--- src/hdl/srs_pkg.sv ---
package srs_pkg;

  localparam int unsigned MAX_PATTERN_BYTES_DEF = 16;
  localparam int unsigned MAX_REPLACE_BYTES_DEF = 16;

  localparam int unsigned LEN_W      = 5;
  localparam int unsigned CFG_DATA_W = 64;
  localparam int unsigned CFG_IDX_W  = 3;

  // register indexes
  localparam logic [CFG_IDX_W-1:0] CFG_PAT_LEN = 3'd0;
  localparam logic [CFG_IDX_W-1:0] CFG_PAT_LO  = 3'd1;
  localparam logic [CFG_IDX_W-1:0] CFG_PAT_HI  = 3'd2;
  localparam logic [CFG_IDX_W-1:0] CFG_REP_LEN = 3'd3;
  localparam logic [CFG_IDX_W-1:0] CFG_REP_LO  = 3'd4;
  localparam logic [CFG_IDX_W-1:0] CFG_REP_HI  = 3'd5;

  // per-cell control
  typedef struct packed {
    logic load;
    logic shift;
  } cell_ctrl_t;

  // sequencer to output stage
  typedef struct packed {
    logic       emit;
    logic       done;
    logic [7:0] data;
    logic       present;
    logic       eos;
  } emit_req_t;

  // byte idx of a 16-byte vector, byte 0 in the low bits
  function automatic logic [7:0] byte_sel(input logic [127:0] v, input logic [3:0] idx);
    logic [6:0] base;
    base = {idx, 3'b000};
    return v[base +: 8];
  endfunction

endpackage

--- src/hdl/srs_cell.sv ---
module srs_cell (
  input  logic                clk_i,
  input  srs_pkg::cell_ctrl_t ctrl_i,
  input  logic [7:0]          text_byte_i,
  input  logic [7:0]          next_i,
  input  logic [7:0]          pat_byte_i,
  input  logic                ok_i,
  output logic [7:0]          data_o,
  output logic                ok_o
);

  logic [7:0] data_q, data_d;

  always_comb begin
    data_d = data_q;
    if (ctrl_i.load) begin
      data_d = text_byte_i;
    end else if (ctrl_i.shift) begin
      data_d = next_i;
    end
  end

  always_ff @(posedge clk_i) begin
    data_q <= data_d;
  end

  assign data_o = data_q;
  // prefix match runs along the row
  assign ok_o   = ok_i & (data_q == pat_byte_i);

endmodule

--- src/hdl/srs_emit.sv ---
module srs_emit (
  input  logic               clk_i,
  input  logic               rst_ni,
  input  srs_pkg::emit_req_t req_i,
  output logic               rdy_o,
  output logic               out_valid_o,
  input  logic               out_stall_i,
  output logic [7:0]         result_byte_o,
  output logic               result_present_o,
  output logic               run_last_o,
  output logic               string_end_o
);

  // one word parked until we know whether it closes the item
  logic       pend_v_q, pend_v_d;
  logic [7:0] pend_data_q, pend_data_d;
  logic       pend_pres_q, pend_pres_d;
  logic       pend_eos_q, pend_eos_d;

  logic       out_v_q, out_v_d;
  logic [7:0] out_data_q, out_data_d;
  logic       out_pres_q, out_pres_d;
  logic       out_last_q, out_last_d;
  logic       out_eos_q, out_eos_d;

  logic out_free;
  logic out_load;

  assign out_free = !out_v_q || !out_stall_i;
  assign rdy_o    = !pend_v_q || out_free;

  always_comb begin
    pend_v_d    = pend_v_q;
    pend_data_d = pend_data_q;
    pend_pres_d = pend_pres_q;
    pend_eos_d  = pend_eos_q;
    out_data_d  = out_data_q;
    out_pres_d  = out_pres_q;
    out_last_d  = out_last_q;
    out_eos_d   = out_eos_q;
    out_load    = 1'b0;

    if (req_i.emit && rdy_o) begin
      if (pend_v_q) begin
        out_load   = 1'b1;
        out_last_d = 1'b0;
      end
      pend_v_d    = 1'b1;
      pend_data_d = req_i.data;
      pend_pres_d = req_i.present;
      pend_eos_d  = req_i.eos;
    end else if (req_i.done && rdy_o && pend_v_q) begin
      out_load   = 1'b1;
      out_last_d = 1'b1;
      pend_v_d   = 1'b0;
    end

    if (out_load) begin
      out_data_d = pend_data_q;
      out_pres_d = pend_pres_q;
      out_eos_d  = pend_eos_q;
    end

    if (out_load) begin
      out_v_d = 1'b1;
    end else if (!out_stall_i) begin
      out_v_d = 1'b0;
    end else begin
      out_v_d = out_v_q;
    end
  end

  always_ff @(posedge clk_i or negedge rst_ni) begin
    if (!rst_ni) begin
      pend_v_q <= 1'b0;
      out_v_q  <= 1'b0;
    end else begin
      pend_v_q <= pend_v_d;
      out_v_q  <= out_v_d;
    end
  end

  always_ff @(posedge clk_i) begin
    pend_data_q <= pend_data_d;
    pend_pres_q <= pend_pres_d;
    pend_eos_q  <= pend_eos_d;
    out_data_q  <= out_data_d;
    out_pres_q  <= out_pres_d;
    out_last_q  <= out_last_d;
    out_eos_q   <= out_eos_d;
  end

  assign out_valid_o      = out_v_q;
  assign result_byte_o    = out_data_q;
  assign result_present_o = out_pres_q;
  assign run_last_o       = out_last_q;
  assign string_end_o     = out_eos_q;

endmodule

--- src/hdl/substring_replace_stream.sv ---
// A byte passed straight through is parked in the output stage, then registered on the output.
// A word with a byte is scanned, then yields its shift-outs or replacement bytes; ending the
//   text adds a flush check and an end marker. An end-only word drains the window and sends the
//   end marker. Output stalls hold all of these up; no new word is taken until back in idle.
// Reset (rst_ni low, asynchronous): sequencer idle, window empty, configuration registers zero,
//   no output word pending.
module substring_replace_stream #(
  parameter int unsigned MAX_PATTERN_BYTES = srs_pkg::MAX_PATTERN_BYTES_DEF,
  parameter int unsigned MAX_REPLACE_BYTES = srs_pkg::MAX_REPLACE_BYTES_DEF
) (
  input  logic                             clk_i,
  input  logic                             rst_ni,
  // configuration writes
  input  logic                             cfg_we_i,
  input  logic [srs_pkg::CFG_IDX_W-1:0]    cfg_idx_i,
  input  logic [srs_pkg::CFG_DATA_W-1:0]   cfg_wdata_i,
  // text in
  input  logic                             in_valid_i,
  output logic                             in_stall_o,
  input  logic [7:0]                       text_byte_i,
  input  logic                             byte_present_i,
  input  logic                             text_end_i,
  // replaced text out
  output logic                             out_valid_o,
  input  logic                             out_stall_i,
  output logic [7:0]                       result_byte_o,
  output logic                             result_present_o,
  output logic                             run_last_o,
  output logic                             string_end_o
);

  // One cell per window slot: at most MAX-1 held bytes plus the incoming one.
  localparam int unsigned NUM_CELLS = MAX_PATTERN_BYTES;
  localparam int unsigned FILL_W    = $clog2(MAX_PATTERN_BYTES + 1);
  localparam int unsigned RL_W      = $clog2(MAX_REPLACE_BYTES + 1);
  localparam int unsigned CNT_W     = (MAX_REPLACE_BYTES > 1) ? $clog2(MAX_REPLACE_BYTES) : 1;

  typedef enum logic [2:0] {
    ST_IDLE,   // ready for a word
    ST_SCAN,   // check for full match, else shift out until a prefix remains
    ST_REPL,   // send replacement bytes
    ST_FLUSH,  // end of text: drain the window
    ST_MARK,   // send bare end marker
    ST_DONE    // close the item (flags run_last)
  } state_e;

  // ---------------------------------------------------------------------------
  // Configuration registers
  // ---------------------------------------------------------------------------
  logic [srs_pkg::LEN_W-1:0]      pat_len_q;
  logic [srs_pkg::CFG_DATA_W-1:0] pat_lo_q, pat_hi_q;
  logic [srs_pkg::LEN_W-1:0]      rep_len_q;
  logic [srs_pkg::CFG_DATA_W-1:0] rep_lo_q, rep_hi_q;

  always_ff @(posedge clk_i or negedge rst_ni) begin
    if (!rst_ni) begin
      pat_len_q <= '0;
      pat_lo_q  <= '0;
      pat_hi_q  <= '0;
      rep_len_q <= '0;
      rep_lo_q  <= '0;
      rep_hi_q  <= '0;
    end else if (cfg_we_i) begin
      unique case (cfg_idx_i)
        srs_pkg::CFG_PAT_LEN: pat_len_q <= cfg_wdata_i[srs_pkg::LEN_W-1:0];
        srs_pkg::CFG_PAT_LO:  pat_lo_q  <= cfg_wdata_i;
        srs_pkg::CFG_PAT_HI:  pat_hi_q  <= cfg_wdata_i;
        srs_pkg::CFG_REP_LEN: rep_len_q <= cfg_wdata_i[srs_pkg::LEN_W-1:0];
        srs_pkg::CFG_REP_LO:  rep_lo_q  <= cfg_wdata_i;
        srs_pkg::CFG_REP_HI:  rep_hi_q  <= cfg_wdata_i;
        default: ;  // unknown index: dropped
      endcase
    end
  end

  // Oversized lengths saturate at the build maxima.
  logic [FILL_W-1:0] plen;
  logic [RL_W-1:0]   rlen;

  assign plen = (pat_len_q > srs_pkg::LEN_W'(MAX_PATTERN_BYTES)) ?
                FILL_W'(MAX_PATTERN_BYTES) : FILL_W'(pat_len_q);
  assign rlen = (rep_len_q > srs_pkg::LEN_W'(MAX_REPLACE_BYTES)) ?
                RL_W'(MAX_REPLACE_BYTES) : RL_W'(rep_len_q);

  // ---------------------------------------------------------------------------
  // Window: a row of cells, slot 0 oldest. Each cell compares its byte with
  // the pattern byte at its slot; ok_chain[k] is high when slots 0..k-1 all
  // match, so ok_chain[n] answers "first n held bytes are a pattern prefix".
  // ---------------------------------------------------------------------------
  logic [7:0]          cell_data [NUM_CELLS];
  srs_pkg::cell_ctrl_t cell_ctrl [NUM_CELLS];
  logic [NUM_CELLS:0]  ok_chain;
  logic                load_en;
  logic                shift_en;

  logic [FILL_W-1:0]   fill_q, fill_d;

  assign ok_chain[0] = 1'b1;

  for (genvar g = 0; g < NUM_CELLS; g++) begin : g_cell
    logic [7:0] next_byte;

    if (g == NUM_CELLS - 1) begin : g_tail
      assign next_byte = '0;
    end else begin : g_mid
      assign next_byte = cell_data[g+1];
    end

    assign cell_ctrl[g].load  = load_en && (fill_q == FILL_W'(g));
    assign cell_ctrl[g].shift = shift_en;

    srs_cell u_cell (
      .clk_i       (clk_i),
      .ctrl_i      (cell_ctrl[g]),
      .text_byte_i (text_byte_i),
      .next_i      (next_byte),
      .pat_byte_i  (srs_pkg::byte_sel({pat_hi_q, pat_lo_q}, 4'(g))),
      .ok_i        (ok_chain[g]),
      .data_o      (cell_data[g]),
      .ok_o        (ok_chain[g+1])
    );
  end

  // ---------------------------------------------------------------------------
  // Sequencer
  // ---------------------------------------------------------------------------
  state_e             state_q, state_d;
  logic               first_q, first_d;   // first look after appending the byte
  logic               end_q, end_d;       // item carried text_end
  logic [CNT_W-1:0]   cnt_q, cnt_d;

  srs_pkg::emit_req_t req;
  logic               rdy;
  logic               accept;
  logic               hit;
  logic               hold_ok;
  logic               need_shift;
  logic               rep_last;
  state_e             after_st;

  assign in_stall_o = (state_q != ST_IDLE);
  assign accept     = in_valid_i && !in_stall_o;

  // Full match only counts on the first look; one found later while shifting
  // (after a mid-text pattern change) goes out literally.
  assign hit        = first_q && (plen != '0) && (fill_q == plen) && ok_chain[plen];
  assign hold_ok    = (fill_q < plen) && ok_chain[fill_q];
  assign need_shift = (fill_q != '0) && !hold_ok;
  assign rep_last   = ((RL_W'(cnt_q) + RL_W'(1)) == rlen);
  assign after_st   = end_q ? ST_FLUSH : ST_DONE;

  always_comb begin
    state_d  = state_q;
    fill_d   = fill_q;
    first_d  = first_q;
    end_d    = end_q;
    cnt_d    = cnt_q;
    load_en  = 1'b0;
    shift_en = 1'b0;
    req      = '0;

    unique case (state_q)
      ST_IDLE: begin
        if (accept) begin
          end_d = text_end_i;
          if (byte_present_i) begin
            load_en = 1'b1;
            fill_d  = fill_q + FILL_W'(1);
            first_d = 1'b1;
            state_d = ST_SCAN;
          end else if (text_end_i) begin
            state_d = ST_FLUSH;
          end
        end
      end

      ST_SCAN: begin
        if (hit) begin
          fill_d  = '0;
          first_d = 1'b0;
          cnt_d   = '0;
          state_d = (rlen == '0) ? after_st : ST_REPL;
        end else if (need_shift) begin
          req.emit    = 1'b1;
          req.data    = cell_data[0];
          req.present = 1'b1;
          if (rdy) begin
            shift_en = 1'b1;
            fill_d   = fill_q - FILL_W'(1);
            first_d  = 1'b0;
          end
        end else begin
          state_d = after_st;
        end
      end

      ST_REPL: begin
        req.emit    = 1'b1;
        req.data    = srs_pkg::byte_sel({rep_hi_q, rep_lo_q}, 4'(cnt_q));
        req.present = 1'b1;
        if (rdy) begin
          cnt_d = cnt_q + CNT_W'(1);
          if (rep_last) begin
            state_d = after_st;
          end
        end
      end

      ST_FLUSH: begin
        if (fill_q != '0) begin
          req.emit    = 1'b1;
          req.data    = cell_data[0];
          req.present = 1'b1;
          if (rdy) begin
            shift_en = 1'b1;
            fill_d   = fill_q - FILL_W'(1);
          end
        end else begin
          state_d = ST_MARK;
        end
      end

      ST_MARK: begin
        req.emit = 1'b1;
        req.eos  = 1'b1;
        if (rdy) begin
          state_d = ST_DONE;
        end
      end

      ST_DONE: begin
        req.done = 1'b1;
        if (rdy) begin
          state_d = ST_IDLE;
        end
      end

      default: begin
        state_d = ST_IDLE;
      end
    endcase
  end

  always_ff @(posedge clk_i or negedge rst_ni) begin
    if (!rst_ni) begin
      state_q <= ST_IDLE;
      fill_q  <= '0;
      first_q <= 1'b0;
      end_q   <= 1'b0;
      cnt_q   <= '0;
    end else begin
      state_q <= state_d;
      fill_q  <= fill_d;
      first_q <= first_d;
      end_q   <= end_d;
      cnt_q   <= cnt_d;
    end
  end

  // ---------------------------------------------------------------------------
  // Output stage: parks one word until its run_last is known, then the
  // output register separates us from the downstream stall.
  // ---------------------------------------------------------------------------
  srs_emit u_emit (
    .clk_i            (clk_i),
    .rst_ni           (rst_ni),
    .req_i            (req),
    .rdy_o            (rdy),
    .out_valid_o      (out_valid_o),
    .out_stall_i      (out_stall_i),
    .result_byte_o    (result_byte_o),
    .result_present_o (result_present_o),
    .run_last_o       (run_last_o),
    .string_end_o     (string_end_o)
  );

endmodule

--- config.mk ---
export PLATFORM = sky130hd
export DESIGN_NAME = substring_replace_stream
export DESIGN_NICKNAME = d
export VERILOG_FILES = /design/src/hdl/srs_pkg.sv /design/src/hdl/srs_cell.sv /design/src/hdl/srs_emit.sv /design/src/hdl/substring_replace_stream.sv
export SDC_FILE = /design/constraint.sdc
export NUM_CORES = 1
export LEC_CHECK = 0
export BUFFER_PORTS_ARGS = -buffer_cell sky130_fd_sc_hd__buf_2
export CAP_MARGIN = 20
export CORE_MARGIN = 4
export CORE_UTILIZATION = 62
export DETAILED_ROUTE_END_ITERATION = 16
export HOLD_SLACK_MARGIN = 0.03
export PLACE_DENSITY = 0.8
export SYNTH_ARGS = -nofsm -noshare
export SYNTH_HDL_FRONTEND = slang
export SYNTH_SLANG_ARGS = --single-unit
--- constraint.sdc ---
create_clock -name clk_i -period 4.3 [get_ports clk_i]
set_input_delay 0.215 -clock clk_i [delete_from_list [all_inputs] [get_ports clk_i]]
set_output_delay 0.215 -clock clk_i [all_outputs]
set_load 0.01 [all_outputs]
# Yosys cells after proc, flatten, opt, wreduce, memory -nomap -nowiden
# Index checks and enable logic that the tools add are counted.
# totals
in_bits,82
output_inout_bits,13
ff_bits,431
wordCells,286
# op_classes
bitwise_logic,15
order_cmp,5
reduce_logical,72
addsub,4
eq_ne,58
n_mux,95
shifts,1
# op_table
cell,count
$mux W8,32
$eq A8 B8 Y1,16
$shiftx A128 B8 Y8,1
$eq A5 B4 Y1 const B,8
$mux W5,8
$reduce_bool A2 Y1,19
$mux W3,12
$mux W1,29
$mux W9,3
$pmux W9 S3,1
$logic_and A1 B1 Y1,25
$eq A5 B3 Y1 const B,4
$pmux W3 S6,1
$reduce_and A2 Y1,8
$and A1 B1 Y1,15
$pmux W5 S3,1
$eq A3 B2 Y1 const B,4
$eq A3 B3 Y1 const B,4
$lt A5 B6 Y1 const B,2
$ne A2 B2 Y1 const B,6
$bmux W1 S5,2
$eq A5 B2 Y1 const B,2
$eq A5 B5 Y1,2
$gt A5 B5 Y1 const B,2
24 further kinds,43

# Longest topological paths before layout
# depth
word_depth,27
mapped_depth,14
depth_no_buf,13

# By module
# A second synthesis with hierarchy kept.
# hier_totals
hier_cells,1392
hier_area_um2,21028.9
# modules_own_cells
module,seq_area_each_um2,n_inst,cells_per_inst,area_each_um2
substring_replace_stream,7006.7,1,879,12729.7
srs_cell,240.2,16,30,473.0
srs_emit,680.7,1,33,732.0

# Worst setup path before layout
# No wires, ideal clock.
# synth_path
path_type,flip-flop to flip-flop
start,register g_cell[0].u_cell.data_q[6]
end,register g_cell[11].u_cell.data_q[0] (enable)
arrival_ns,2.899
setup_time_ns,0.357
path_buffers,1
required_time_ns,3.943
period_less_slack_ns,3.257
path_slack_ns,1.043
stages_incl_launch_ff,12
path_cell_list,edfxtp_1 xor2_1 nor4_1 nand4_1 a2111oi_0 a211oi_1 nor4_1 nand2_1 a21oi_1 nand2b_1 buf_2 o21ai_0
# synth_between
elab_chain_cells,25
elab_cells_between_ends,28
classes_between,eq/ne (1); mux (7); bitwise (15); reduce/logical (5)
# synth_rtl
item,line_no,rtl
start: declaration,srs_cell.sv:12,"logic [7:0] data_q, data_d;"
start signal: assignment,srs_cell.sv:24,data_q <= data_d;
$eq A8 B8 Y1 *,srs_cell.sv:29,assign ok_o = ok_i & (data_q == pat_byte_i);
$and A1 B1 Y1 (15 in a row),srs_cell.sv:29,
$bmux W1 S5,substring_replace_stream.sv:147,assign hold_ok = (fill_q < plen) && ok_chain[fill_q];
$mux W1 (not written as such),substring_replace_stream.sv:147,
$logic_and A1 B1 Y1,substring_replace_stream.sv:147,
$logic_not A1 Y1,substring_replace_stream.sv:148,assign need_shift = (fill_q != '0) && !hold_ok;
$logic_and A1 B1 Y1,substring_replace_stream.sv:148,
$mux W1,substring_replace_stream.sv:183,end else if (need_shift) begin
$mux W1 *,substring_replace_stream.sv:178,if (hit) begin
$pmux W1 S2 *,substring_replace_stream.sv:162,unique case (state_q)
$reduce_bool A2 Y1 (no line) *,n/a,
end signal: assignment,srs_cell.sv:24,
end: declaration,srs_cell.sv:12,
# Mark *: on every way between the ends. The rest lies on a longest branch, timed or not. The select of a mux whose other input is x is not followed.
# A chain may end at the register's enable or synchronous reset.

# Final worst setup path
# layout_path
start,register g_cell[1].u_cell.data_q[1]
end,register g_cell[12].u_cell.data_q[4] (enable)
# layout_between
elab_chain_cells,25
elab_cells_between_ends,28
classes_between,eq/ne (1); mux (7); bitwise (15); reduce/logical (5)
# layout_rtl
item,line_no
start: declaration,srs_cell.sv:12
start signal: assignment,srs_cell.sv:24
$eq A8 B8 Y1 *,srs_cell.sv:29
$and A1 B1 Y1 *,srs_cell.sv:29
$and A1 B1 Y1 (14 in a row),srs_cell.sv:29
$bmux W1 S5,substring_replace_stream.sv:147
$mux W1 (not written as such),substring_replace_stream.sv:147
$logic_and A1 B1 Y1,substring_replace_stream.sv:147
$logic_not A1 Y1,substring_replace_stream.sv:148
$logic_and A1 B1 Y1,substring_replace_stream.sv:148
$mux W1,substring_replace_stream.sv:183
$mux W1 *,substring_replace_stream.sv:178
$pmux W1 S2 *,substring_replace_stream.sv:162
$reduce_bool A2 Y1 (no line) *,n/a
end signal: assignment,srs_cell.sv:24
end: declaration,srs_cell.sv:12
# Marked as above.

==> impl_metrics.py <==
metrics = {
    "power": {
        "p_total_uw": 15780,
        "powerDensity_mw_per_mm2": 684.4,
        "vdd_drop_max_mv": 0.4495,
        "p_leak_uw": 0.009234,
    },
    "placement": {
        "io_buffer_count": 94,
        "placedCellCount": 1865,
        "hpwlAfterDp_mm": 36.35,
        "gp_congestion": 0.9066,
    },
    "cells_and_area": {
        "fin_cells": 1993,
        "layout.nets": 1619,
        "diodes": 0,
        "drive_above_1_share_pct": 40.18,
        "final_util_pct": 72.52,
        "area_delta_synth_final_pct": 14.26,
    },
    "logic_synthesis": {
        "ys.flop_type": "dfrtp_1",
        "syn-num-nets": 1475,
        "synth.avg_cell_area_um2": 14.61,
        "synth_top_cell_by_area": "dfrtp_1",
        "ys_async_sr_fraction_pct": 65.43,
        "synthCells": 1381,
        "synth-seq-cells": 431,
        "synth_edf_count": 149,
        "syn-cell-area_mm2": 0.02018,
        "yosys.cell_count.top_type": "mux2_2",
        "ys_top_cells_by_count": "mux2_2 (385), dfrtp_1 (282), edfxtp_1 (149)",
        "ys_seq_area_share_pct": 57.13,
        "synth_area_leaders": "dfrtp_1 (35%), edfxtp_1 (22%), mux2_2 (21%)",
        "yosysUniqueCellTypes": 56,
        "yosys_warnings": 0,
        "synth_top_cell_area_share_pct": 34.96,
    },
    "sta": {
        "slew_viol_final": 0,
        "fmax_mhz": 250.6,
        "worst_slew_pin_slew_ns": 1.066,
        "setup_viol": 0,
        "rsz0062_at_grt": "no",
        "fin_tns_setup_ns": 0,
        "slew_headroom_pct": 28.91,
        "post-route-min-period_ns": 3.991,
        "finalCritPeriodShare_pct": 92.81,
        "hold_viol_final": 0,
        "fin_worst_skew_ns": 0.01591,
    },
    "drt": {
        "wl_per_cell_um": 26.26,
        "drc_errors": 0,
        "dr.first_iter.drc_count": 1351,
        "dr.pass1.iters": 5,
        "drt_wl_total_mm": 52.33,
        "ant_nets": 0,
        "via_per_inst": 6.356,
        "vias": 12670,
    },
    "floorplanning": {
        "die_w_um": 188.4,
        "ioPinCount": 95,
        "fp.dieH_um": 188.4,
        "core_area_mm2": 0.03180,
        "rows": 65,
        "initial_utilization_pct": 63.47,
        "fp.dieArea_mm2": 0.03550,
    },
    "clocking": {
        "clockBufferDepth": 3,
        "cts.sink_count": 431,
        "clk_latency_ns": 0.54,
        "cts_made_buffers": 44,
        "cts_tree": "yes",
        "h-tree-depth": 2,
        "cts.clk_slew.worst_paths_ns": 0.06,
        "clockRootBuffer": "clkbuf_16",
        "postCtsSetupBuffers": 0,
    },
    "global_routing": {
        "gr-total-overflow": 0,
        "grt_pass1_wl_mm": 79.68,
        "grt_usage_pct": 29.59,
        "antenna_found_initial": 2,
        "grt_pass1_vias": 13150,
        "grt_max_degree": 109,
    },
    "worst_setup_path": {
        "crit_path_end_kind": "flip-flop",
        "cp.required_ns": 4.44,
        "cp.arrival_ns": 4.13,
        "worst-path-max-fanout": 16,
        "criticalPathCategory": "flip-flop to flip-flop",
        "cp-start-kind": "flip-flop",
    },
    "run": {
        "maxCapViolCount": 0,
    },
    "status": {
        "status": "completed",
    },
    "hold_path": {
        "hp-class": "input pin to flip-flop",
    },
}
## path summary, 6_finish.rpt
path                                                 start                           to  slack [ns]  cells past startpoint
worst min register to register       u_emit.pend_data_q[1]      u_emit.result_byte_o[1]        0.42                      0
worst min-delay path                       cfg_wdata_i[50]                 pat_hi_q[50]        0.04                      2
min in group asynchronous                           rst_ni                 rep_lo_q[33]        0.26                      2
max in group asynchronous                           rst_ni                    fill_q[1]        2.95                      3
worst max-delay path            g_cell[1].u_cell.data_o[1]  g_cell[12].u_cell.data_o[4]        0.31                     11
worst max register to register  g_cell[1].u_cell.data_o[1]  g_cell[12].u_cell.data_o[4]        0.31                     11
## per-layer routing
| layer | global-route usage, % | part of all wire (%) | up-vias |
|---|---|---|---|
| met5 | 0 | 0 | - |
| met4 | 12.22 | 4.9 | 0 |
| met3 | 3.668 | 6.7 | 128 |
| met2 | 47.15 | 47 | 553 |
| met1 | 42.05 | 41 | 6540 |
| li1 | - | - | 5447 |
## power breakdown
| part | leakage, uW | total [uW] | switching (uW) | internal, uW |
|---|---|---|---|---|
| clock network | 0.000661 | 3690 | 1590 | 2110 |
| logic | 0.00376 | 4780 | 2520 | 2260 |
| registers | 0.00481 | 7300 | 1130 | 6180 |
| total | 0.00923 | 15800 | 5240 | 10500 |
## cells in the final DEF, fill, tap and decap left out, drive strengths merged, types with 11 or more instances in the layout
cell	count
mux4	40
inv	11
nand2	51
o21ai	38
dfrtp	282
edfxtp	149
a21oi	19
and3	13
dlygate4sd3	47
nor4	34
ha	12
mux2	385
buf	114
nor2	30
xor2	129
clkbuf	55
clkinv	15
## logic make-up after synthesis
logic type      after synthesis  synth area share, %
compound gates              114                3.794
fa+ha+maj                    12               0.7439
simple gates                191                5.164
mux                         427                26.04
xor+xnor                    132                5.728
flops                       431                57.13
buf+inv                      74                1.395
## layout make-up
| cell class | count | area, um^2 |
|---|---|---|
| flip-flops and latches | 431 | 11530 |
| well taps | 435 | 544.3 |
| multi-input cells | 876 | 8424 |
| clock inverters | 24 | 210.2 |
| clock buffers | 55 | 1164 |
| inverters | 11 | 41.29 |
| repair buffers | 161 | 1146 |
| fillers | 2078 | 8737 |
## sequential cells by signal, summed over array words and instances (netlist names), 5 cells and up
register and count:
rep_hi_q 64, rep_len_q 5, pat_hi_q 64, u_emit.pend_data_q 8, g_cell.u_cell.data_o 128, fill_q 5
u_emit.result_byte_o 8, pat_len_q 5, pat_lo_q 64, rep_lo_q 64
## critical path, stage by stage, from the launching register on
cell and delay (ns):
edfxtp_1 0.41, xor2_1 0.18, nor4_1 0.49, nand4_1 0.35, a2111oi_0 0.45, a211oi_1 0.11
nor4_2 0.43, nand2_1 0.17, a21oi_1 0.21, nand2b_1 0.20, buf_12 0.19, o21ai_0 0.39
## metrics by stage
step / area, um^2 / hold WS (ns) / setup slack (ns)
2_1_floorplan: 20180 / -0.08059 / 1.043
6_report: 23060 / 0.04330 / 0.3093
4_1_cts: 23030 / 0.03319 / 0.1765
3_5_place_dp: 21190 / 0.2730 / 0.2296
5_1_grt: 23060 / 0.03293 / 0.03160
3_3_place_gp: 21190 / 0.2677 / 0.4037
## repair_timing
item,in CTS,in global routing
endpoints found under the hold margin,248,0
hold buffers,47,0
endpoints found under the setup margin,0,145
gates resized for setup,0,3
Note: power is estimated with default switching activity, not from simulation.
